## src/rtl/hrd_pkg.sv

```systemverilog
// ----------------------------------------------------------------------------
// hrd_pkg
// Shared types, codes and helpers for the hex record decoder.
// ----------------------------------------------------------------------------
package hrd_pkg;

  localparam int unsigned CHAR_W  = 8;
  localparam int unsigned KIND_W  = 3;
  localparam int unsigned BYTE_W  = 8;
  localparam int unsigned ADDR_W  = 16;
  localparam int unsigned POS_W   = 10;

  localparam logic [POS_W-1:0]  POS_MAX         = '1;
  localparam logic [BYTE_W-1:0] MAX_COUNT_RESET = 8'd16;

  localparam logic [CHAR_W-1:0] CH_LF    = 8'h0A;
  localparam logic [CHAR_W-1:0] CH_CR    = 8'h0D;
  localparam logic [CHAR_W-1:0] CH_SPACE = 8'h20;
  localparam logic [CHAR_W-1:0] CH_TAB   = 8'h09;
  localparam logic [CHAR_W-1:0] CH_VT    = 8'h0B;
  localparam logic [CHAR_W-1:0] CH_FF    = 8'h0C;

  typedef enum logic [KIND_W-1:0] {
    KIND_DATA     = 3'd0,
    KIND_OK       = 3'd1,
    KIND_CSUM_ERR = 3'd2,
    KIND_END      = 3'd3,
    KIND_TOO_LONG = 3'd4
  } kind_t;

  typedef struct packed {
    kind_t             kind;
    logic [BYTE_W-1:0] data_byte;
    logic [ADDR_W-1:0] byte_address;
    logic [BYTE_W-1:0] byte_count;
  } result_t;

  function automatic logic [3:0] hex_digit(input logic [CHAR_W-1:0] c);
    logic [3:0] d;
    d = 4'h0;
    if (c >= 8'h30 && c <= 8'h39) begin
      d = c[3:0];
    end else if ((c >= 8'h41 && c <= 8'h46) || (c >= 8'h61 && c <= 8'h66)) begin
      d = c[3:0] + 4'd9;
    end
    return d;
  endfunction

endpackage

```

## src/rtl/hrd_in_if.sv

```systemverilog
// ----------------------------------------------------------------------------
// hrd_in_if
// Character channel: one text character word per handshake.
// ----------------------------------------------------------------------------
interface hrd_in_if;
  logic                          valid;
  logic                          ready;
  logic [hrd_pkg::CHAR_W-1:0]    text_char;
  logic                          restart;

  modport source (output valid, output text_char, output restart, input ready);
  modport sink   (input valid, input text_char, input restart, output ready);
endinterface

```

## src/rtl/hrd_out_if.sv

```systemverilog
// ----------------------------------------------------------------------------
// hrd_out_if
// Result channel: one data byte or record status word per handshake.
// ----------------------------------------------------------------------------
interface hrd_out_if;
  logic                          valid;
  logic                          ready;
  logic [hrd_pkg::KIND_W-1:0]    kind;
  logic [hrd_pkg::BYTE_W-1:0]    data_byte;
  logic [hrd_pkg::ADDR_W-1:0]    byte_address;
  logic [hrd_pkg::BYTE_W-1:0]    byte_count;

  modport source (output valid, output kind, output data_byte, output byte_address,
                  output byte_count, input ready);
  modport sink   (input valid, input kind, input data_byte, input byte_address,
                  input byte_count, output ready);
endinterface

```

## src/rtl/hrd_core.sv

```systemverilog
// ----------------------------------------------------------------------------
// hrd_core
// Line state registers and the per-character decode step.
// ----------------------------------------------------------------------------
module hrd_core (
  input  logic                          clk,
  input  logic                          rst_n,
  input  logic                          take,
  input  logic [hrd_pkg::CHAR_W-1:0]    text_char,
  input  logic                          restart,
  input  logic                          cfg_wr_en,
  input  logic [hrd_pkg::BYTE_W-1:0]    cfg_wr_data,
  output logic                          res_valid,
  output hrd_pkg::result_t              res
);

  logic [hrd_pkg::BYTE_W-1:0] max_count_r;
  logic [hrd_pkg::POS_W-1:0]  pos_r,   pos_nxt;
  logic [hrd_pkg::BYTE_W-1:0] count_r, count_nxt;
  logic [hrd_pkg::ADDR_W-1:0] addr_r,  addr_nxt;
  logic [hrd_pkg::BYTE_W-1:0] type_r,  type_nxt;
  logic [hrd_pkg::BYTE_W-1:0] sum_r,   sum_nxt;
  logic [3:0]                 hn_r,    hn_nxt;
  logic [hrd_pkg::BYTE_W-1:0] idx_r,   idx_nxt;
  logic                       ended_r, ended_nxt;

  logic                       is_lf, is_cr, is_ws, pos_zero, pos_sat;
  logic                       live, char_step, pair_go;
  logic [3:0]                 digit;
  logic [hrd_pkg::BYTE_W-1:0] pair_b;
  logic [hrd_pkg::POS_W-2:0]  k;
  logic [hrd_pkg::POS_W-1:0]  data_lim;

  logic [hrd_pkg::BYTE_W-1:0] p_count, p_type, p_sum, p_idx;
  logic [hrd_pkg::ADDR_W-1:0] p_addr, p_byte_addr;
  logic                       p_emit;

  assign is_lf    = (text_char == hrd_pkg::CH_LF);
  assign is_cr    = (text_char == hrd_pkg::CH_CR);
  assign is_ws    = (text_char == hrd_pkg::CH_SPACE) || (text_char == hrd_pkg::CH_TAB) ||
                    (text_char == hrd_pkg::CH_VT)    || (text_char == hrd_pkg::CH_FF);
  assign pos_zero = (pos_r == '0);
  assign pos_sat  = (pos_r == hrd_pkg::POS_MAX);
  assign live     = take && !(ended_r && !restart);
  assign char_step = live && !is_lf && !is_cr && !(pos_zero && is_ws) && !pos_sat;
  assign pair_go  = live && !pos_zero && !pos_r[0] && !pos_sat && (is_lf || char_step);
  assign digit    = hrd_pkg::hex_digit(text_char);
  assign pair_b   = {hn_r, (is_lf ? 4'h0 : digit)};
  assign k        = pos_r[hrd_pkg::POS_W-1:1] - 1'b1;
  // data pairs run j = k - 4 from 0 up to count (the checksum)
  assign data_lim = {2'b00, count_r} + 10'd4;

  // pair update
  always_comb begin
    p_count     = count_r;
    p_addr      = addr_r;
    p_type      = type_r;
    p_sum       = sum_r;
    p_idx       = idx_r;
    p_emit      = 1'b0;
    p_byte_addr = addr_r + {8'h00, idx_r};
    case (k)
      9'd0: begin
        p_count = pair_b;
        p_sum   = sum_r + pair_b;
      end
      9'd1: begin
        p_addr = {pair_b, addr_r[7:0]};
        p_sum  = sum_r + pair_b;
      end
      9'd2: begin
        p_addr = {addr_r[15:8], pair_b};
        p_sum  = sum_r + pair_b;
      end
      9'd3: begin
        p_type = pair_b;
        p_sum  = sum_r + pair_b;
      end
      default: begin
        if ({1'b0, k} <= data_lim) begin
          p_sum = sum_r + pair_b;
          if (({1'b0, k} != data_lim) && (type_r == '0) && (count_r <= max_count_r)) begin
            p_idx  = idx_r + 1'b1;
            p_emit = 1'b1;
          end
        end
      end
    endcase
  end

  always_comb begin
    pos_nxt   = pos_r;
    count_nxt = count_r;
    addr_nxt  = addr_r;
    type_nxt  = type_r;
    sum_nxt   = sum_r;
    hn_nxt    = hn_r;
    idx_nxt   = idx_r;
    ended_nxt = ended_r;
    res_valid = 1'b0;
    res       = '0;
    res.kind  = hrd_pkg::KIND_DATA;

    if (take && restart) begin
      ended_nxt = 1'b0;
    end

    if (pair_go) begin
      count_nxt = p_count;
      addr_nxt  = p_addr;
      type_nxt  = p_type;
      sum_nxt   = p_sum;
      idx_nxt   = p_idx;
    end

    if (char_step) begin
      pos_nxt = pos_r + 1'b1;
      if (pos_r[0]) begin
        hn_nxt = digit;
      end
      if (pair_go && p_emit) begin
        res_valid        = 1'b1;
        res.data_byte    = pair_b;
        res.byte_address = p_byte_addr;
      end
    end

    if (live && is_lf) begin
      res_valid = 1'b1;
      if (pos_zero) begin
        ended_nxt = 1'b1;
        res.kind  = hrd_pkg::KIND_END;
      end else begin
        if (type_nxt != '0) begin
          ended_nxt = 1'b1;
          res.kind  = hrd_pkg::KIND_END;
        end else if (count_nxt > max_count_r) begin
          res.kind       = hrd_pkg::KIND_TOO_LONG;
          res.byte_count = count_nxt;
        end else if (sum_nxt == '0) begin
          res.kind       = hrd_pkg::KIND_OK;
          res.byte_count = count_nxt;
        end else begin
          res.kind       = hrd_pkg::KIND_CSUM_ERR;
          res.byte_count = count_nxt;
        end
        pos_nxt   = '0;
        count_nxt = '0;
        addr_nxt  = '0;
        type_nxt  = '0;
        sum_nxt   = '0;
        hn_nxt    = '0;
        idx_nxt   = '0;
      end
    end
  end

  always_ff @(posedge clk) begin
    if (!rst_n) begin
      max_count_r <= hrd_pkg::MAX_COUNT_RESET;
      pos_r       <= '0;
      count_r     <= '0;
      addr_r      <= '0;
      type_r      <= '0;
      sum_r       <= '0;
      hn_r        <= '0;
      idx_r       <= '0;
      ended_r     <= 1'b0;
    end else begin
      if (cfg_wr_en) begin
        max_count_r <= cfg_wr_data;
      end
      pos_r   <= pos_nxt;
      count_r <= count_nxt;
      addr_r  <= addr_nxt;
      type_r  <= type_nxt;
      sum_r   <= sum_nxt;
      hn_r    <= hn_nxt;
      idx_r   <= idx_nxt;
      ended_r <= ended_nxt;
    end
  end

endmodule

```

## src/rtl/hrd_out_stage.sv

```systemverilog
// ----------------------------------------------------------------------------
// hrd_out_stage
// Result register; frees the input side whenever the slot is empty or drains.
// ----------------------------------------------------------------------------
module hrd_out_stage (
  input  logic             clk,
  input  logic             rst_n,
  input  logic             res_valid,
  input  hrd_pkg::result_t res,
  input  logic             out_ready,
  output logic             load_ok,
  output logic             out_valid,
  output hrd_pkg::result_t out_res
);

  logic             valid_r, valid_nxt;
  hrd_pkg::result_t res_r;

  assign load_ok   = !valid_r || out_ready;
  assign out_valid = valid_r;
  assign out_res   = res_r;

  always_comb begin
    valid_nxt = valid_r;
    if (load_ok) begin
      valid_nxt = res_valid;
    end
  end

  always_ff @(posedge clk) begin
    if (!rst_n) begin
      valid_r <= 1'b0;
    end else begin
      valid_r <= valid_nxt;
    end
  end

  always_ff @(posedge clk) begin
    if (load_ok && res_valid) begin
      res_r <= res;
    end
  end

endmodule

```

## src/rtl/hex_record_decoder.sv

```systemverilog
// ----------------------------------------------------------------------------
// hex_record_decoder
// Streaming decoder for hex record text, one character per word.
// ----------------------------------------------------------------------------
// One character is accepted every clock cycle while in_ch.ready is high. Its
// decode step updates the line state in the same cycle and any result (data
// byte or record status) appears in the output register in the next cycle.
// in_ch.ready drops only while a result sits in the output register and is
// not taken; the output register is the only thing that limits the rate.
module hex_record_decoder (
  input  logic                          clk,
  input  logic                          rst_n,
  hrd_in_if.sink                        in_ch,
  hrd_out_if.source                     out_ch,
  input  logic                          cfg_wr_en,
  input  logic [hrd_pkg::BYTE_W-1:0]    cfg_wr_data
);

  logic             take;
  logic             load_ok;
  logic             res_valid;
  hrd_pkg::result_t res;
  hrd_pkg::result_t out_res;

  assign in_ch.ready = load_ok;
  assign take        = in_ch.valid && load_ok;

  hrd_core u_core (
    .clk         (clk),
    .rst_n       (rst_n),
    .take        (take),
    .text_char   (in_ch.text_char),
    .restart     (in_ch.restart),
    .cfg_wr_en   (cfg_wr_en),
    .cfg_wr_data (cfg_wr_data),
    .res_valid   (res_valid),
    .res         (res)
  );

  hrd_out_stage u_out (
    .clk       (clk),
    .rst_n     (rst_n),
    .res_valid (res_valid),
    .res       (res),
    .out_ready (out_ch.ready),
    .load_ok   (load_ok),
    .out_valid (out_ch.valid),
    .out_res   (out_res)
  );

  assign out_ch.kind         = out_res.kind;
  assign out_ch.data_byte    = out_res.data_byte;
  assign out_ch.byte_address = out_res.byte_address;
  assign out_ch.byte_count   = out_res.byte_count;

endmodule
```

## src/flat_wrapper.sv

```systemverilog
// flat-port wrapper written by rule: the top's interface ports become plain ports
module hex_record_decoder_flat 
  (clk, rst_n, cfg_wr_en, cfg_wr_data, in_ch_valid, in_ch_text_char, in_ch_restart, in_ch_ready, out_ch_valid, out_ch_kind, out_ch_data_byte, out_ch_byte_address, out_ch_byte_count, out_ch_ready);
  hrd_in_if in_ch_i ();
  hrd_out_if out_ch_i ();
  input  logic clk;
  input  logic rst_n;
  input  logic cfg_wr_en;
  input  logic [hrd_pkg::BYTE_W-1:0] cfg_wr_data;
  input wire logic [$bits(in_ch_i.valid)-1:0] in_ch_valid;
  input wire logic [$bits(in_ch_i.text_char)-1:0] in_ch_text_char;
  input wire logic [$bits(in_ch_i.restart)-1:0] in_ch_restart;
  output wire logic [$bits(in_ch_i.ready)-1:0] in_ch_ready;
  output wire logic [$bits(out_ch_i.valid)-1:0] out_ch_valid;
  output wire logic [$bits(out_ch_i.kind)-1:0] out_ch_kind;
  output wire logic [$bits(out_ch_i.data_byte)-1:0] out_ch_data_byte;
  output wire logic [$bits(out_ch_i.byte_address)-1:0] out_ch_byte_address;
  output wire logic [$bits(out_ch_i.byte_count)-1:0] out_ch_byte_count;
  input wire logic [$bits(out_ch_i.ready)-1:0] out_ch_ready;
  assign in_ch_i.valid = in_ch_valid;
  assign in_ch_i.text_char = in_ch_text_char;
  assign in_ch_i.restart = in_ch_restart;
  assign in_ch_ready = in_ch_i.ready;
  assign out_ch_valid = out_ch_i.valid;
  assign out_ch_kind = out_ch_i.kind;
  assign out_ch_data_byte = out_ch_i.data_byte;
  assign out_ch_byte_address = out_ch_i.byte_address;
  assign out_ch_byte_count = out_ch_i.byte_count;
  assign out_ch_i.ready = out_ch_ready;
  hex_record_decoder u_core (.clk(clk), .rst_n(rst_n), .in_ch(in_ch_i), .out_ch(out_ch_i), .cfg_wr_en(cfg_wr_en), .cfg_wr_data(cfg_wr_data));
endmodule
```

## config.mk

```make
export PLATFORM = sky130hd
export DESIGN_NAME = hex_record_decoder_flat
export DESIGN_NICKNAME = d
export VERILOG_FILES = /design/src/rtl/hrd_pkg.sv /design/src/rtl/hrd_in_if.sv /design/src/rtl/hrd_out_if.sv /design/src/rtl/hrd_core.sv /design/src/rtl/hrd_out_stage.sv /design/src/rtl/hex_record_decoder.sv /design/src/flat_wrapper.sv
export SDC_FILE = /design/constraint.sdc
export NUM_CORES = 1
export LEC_CHECK = 0
export BUFFER_PORTS_ARGS = -buffer_cell sky130_fd_sc_hd__buf_4
export CORE_MARGIN = 2
export CORE_UTILIZATION = 35
export DETAILED_ROUTE_END_ITERATION = 7
export HOLD_SLACK_MARGIN = 0.1
export PLACE_DENSITY = 0.55
export SYNTH_ARGS = -nofsm -noshare
export SYNTH_HDL_FRONTEND = slang
export SYNTH_HIERARCHICAL = 1
export SYNTH_SLANG_ARGS = --single-unit
```

## constraint.sdc

```tcl
create_clock -name clk -period 7.6 [get_ports clk]
set_input_delay 1.9 -clock clk [delete_from_list [all_inputs] [get_ports clk]]
set_output_delay 1.9 -clock clk [all_outputs]
set_load 0.05 [all_outputs]
```

==> key figures <==
Clock network
  – Post-CTS Resized: 0
  – Hold_buf cts: 0
  – Worst-Skew Late Latency: 0.34 ns
  – CTS tree: yes
  – Root Driver: clkbuf_16
  – Worst-path clk slew: 0.07 ns
  – CTS buffer count: 9
  – H-Tree Depth: 3
  – Clock Sink Count: 107
  – Setup Fix Bufs, Post-CTS: 0
  – Clk buf depth: 2

Placement
  – PortBufs: 58
  – HPWL Detailed: between 10000 and 15000 um
  – Routability Congestion: 0.915

Synthesis
  – #FFs+latches synth: 107
  – Adder-cell share of the synthesized area: 11.4%
  – Share of the synthesized area in the top cell type: 22.9%
  – Synth Area in XOR/XNOR: 4.87%
  – Syn Nets: roughly 760
  – Gate Count Post-Synth: 681
  – Compound-cell area share of the yosys netlist: between 10% and 20%
  – Seq/Total Area, Yosys: 39.6%
  – Asr flop ratio synth: 0%
  – Synth Flop Type: dfxtp_1
  – EDFF count, synth: 35
  – Synth area leaders: dfxtp_1 23%, edfxtp_1 17%, ha_1 11%
  – Cell taking the most area after synthesis: dfxtp_1
  – Cell variety after synth: 75
  – Simple-gate share of the synthesized area: 21.2%
  – Synthesized area: 6290 sq um
  – Main combinational cell family by area after synthesis: simple AND/OR/NAND/NOR gates
  – Syn avg cell area: 9.24 sq um
  – Synth warn: 6
  – Post-synthesis mux area share: under 10%

Drt
  – Vias after detailed routing: around 5100
  – Total routed wirelength: 15300 um
  – Vias per inst: 5.36
  – Initial drt markers: between 300 and 400
  – Routed wire length per instance: ~16 um
  – Drt drc: 0
  – ANT nets after route: 0
  – DRT Pass-1 Iters: 7

Flow run
  – Max-Cap Viols: 0

STA
  – Max Clk Rate: 183 MHz
  – Worst-margin pin slew: 1.13 ns
  – Crit share post-route: 72.1%
  – Slew HR: 22.7%
  – Clock Skew: between 0.008 and 0.009 ns
  – Final worst path period need: 5.48 ns
  – Setup total negative slack: 0 ns
  – Max Slew Vio Count: 0
  – Hold slack: 0.481 ns
  – Final Hold Vio Count: 0
  – Final setup violation count: 0
  – Unrepaired setup endpoints after global routing: false

Setup path
  – WP data arrival: 5.55 ns
  – Critical Path RT: between 7 and 8 ns
  – CP Capture Type: register
  – Startpoint Class: input pin
  – WS Path Type: input pin to register
  – Critical path fanouts, max: 8
  – Reg-to-reg slack, setup: approximately 3.2 ns

GRT
  – Gr usage total: roughly 16%
  – First-pass GRT wire length: 25300 um
  – Largest net degree at the start of global routing: 37
  – Vias in the first global route: approximately 5000
  – Initial antenna violation count: 0
  – GR Overflow Total: 0

Pwr
  – VDD IR max: 0.0905 mV
  – Power Density: 171 nW/um^2
  – Leak Pwr: 0.00297 uW

Floorplan
  – Ports: 59
  – Die width: 138 um
  – Placeable Area: 17800 sq um
  – Rows: 49
  – Die H: 138 um
  – Die area: 19100 sq um
  – Initial Util: 35.4%

Final layout
  – Fin nets: 802
  – # diodes: 0
  – Fillers: 1755
  – Multi-input gate area: 3490 sq um
  – Share of cells above drive strength 1: between 10 and 15%
  – Area growth from synthesis to layout: 14.8%
  – Storage cell area: 2490 sq um

Outcome
  – Status: finished clean

Min path
  – HP Class: register to register
==> synth_stat cells, drive strengths merged (3+ instances only) <==
library cell / instances
and3: 9
clkbuf: 19
a21bo: 3
or3: 10
nand4: 14
nor2b: 16
ha: 54
mux2i: 16
a21boi: 5
a21o: 6
a22oi: 16
nor2: 95
a211oi: 8
o21a: 5
or4: 4
o211ai: 5
dfxtp: 72
nor3: 9
a21oi: 36
and2: 7
inv: 48
o21bai: 4
a31o: 3
nand2b: 6
nand3: 19
o21ai: 19
xnor2: 16
and4: 7
buf: 8
nand2: 38
xor2: 19
nor4: 7
edfxtp: 35
or2: 4
==> cell usage in the layout, fill, tap and decap left out, drive strengths merged, types with 14 or more instances in the layout <==
master  instances
nor2           95
dfxtp          72
buf            59
ha             54
inv            49
nand2          38
a21oi          36
edfxtp         35
xor2           19
nand3          19
o21ai          19
mux2i          16
nor2b          16
xnor2          16
a22oi          16
nand4          14
==> sequential cells by signal (all words and copies together), names as in the netlist <==
signal and cells:
u_core/u_core/max_count_r 8, u_core/u_out/out_res 35, u_core/u_core/addr_r 16, u_core/u_core/idx_r 8
u_core/u_core/hn_r 4, u_core/u_core/ended_r 1, u_core/u_core/pos_r 10, u_core/u_core/type_r 8
u_core/u_out/out_valid 1, u_core/u_core/sum_r 8, u_core/u_core/count_r 8
==> routing by layer <==
layer	track usage [%]	wire [um]
met5	0	0
met2	26.3	7100
met4	5.10	227
met3	2.15	660
met1	22.1	7340
==> through the flow <==
step / utilization [%] / cells / instance area [sq um] / total power (uW) / setup slack [ns]
after floorplan: - / 681 / 6290 / 698 / 2.58
final: 40.6 / 958 / 7220 / 1240 / 2.12
after detailed placement: 38.8 / 942 / 6900 / 736 / 1.87
after global placement: 38.8 / 942 / 6900 / 733 / 1.89
after CTS: 40.6 / 958 / 7220 / 1250 / 2.22
after global routing: 40.6 / 958 / 7220 / 1290 / 1.86
==> worst max-delay path, cell delays in order <==
cell and delay (ns):
buf_4 0.13, inv_1 0.10, ha_1 0.24, o21bai_1 0.11, a21boi_0 0.37, a31oi_1 0.07, mux2i_1 0.70, ha_1 0.42
nand3_1 0.14, o2111ai_1 0.14, xor2_1 0.18, nor4_1 0.30, o2111ai_1 0.14, a211oi_1 0.47, o31ai_1 0.13
==> cells by family (layout without fill, tap and decap cells) <==
logic type | count (synthesis) | count (layout)
and+or+nand+nor | 255 | 255
AOI/OAI and AO/OA | 135 | 135
DFF | 107 | 107
buffers and inverters | 75 | 123
adders and majority gates | 56 | 56
xor gates and xnor gates | 35 | 35
muxes | 18 | 18
==> final cells by class <==
type	instances	share of cell area (%)
clock inverters	6	1.21
well taps	229	3.97
clock buffers	10	3.31
flip-flops and latches	107	34.5
repair buffers	59	6.13
inverters	48	2.49
multi-input cells	499	48.4
==> worst paths after layout <==
kind | cells past startpoint | startpoint | to
worst max-delay path | 15 | in_ch_text_char[1] | u_core/u_out/out_res[33]
worst min-delay path | 2 | u_core/u_core/ended_r | u_core/u_core/ended_r
worst max register to register | 16 | u_core/u_core/pos_r[1] | u_core/u_out/out_res[32]
worst min register to register | 2 | u_core/u_core/ended_r | u_core/u_core/ended_r
==> where the power goes <==
group / leakage [uW] / switching, uW / internal, uW
Clock: 0.000158 / 214 / 299
Sequential: 0.000903 / 7.93 / 594
Combinational: 0.00190 / 76.0 / 46.1
Total: 0.00297 / 298 / 939
Power figures use the tool's default switching activity.
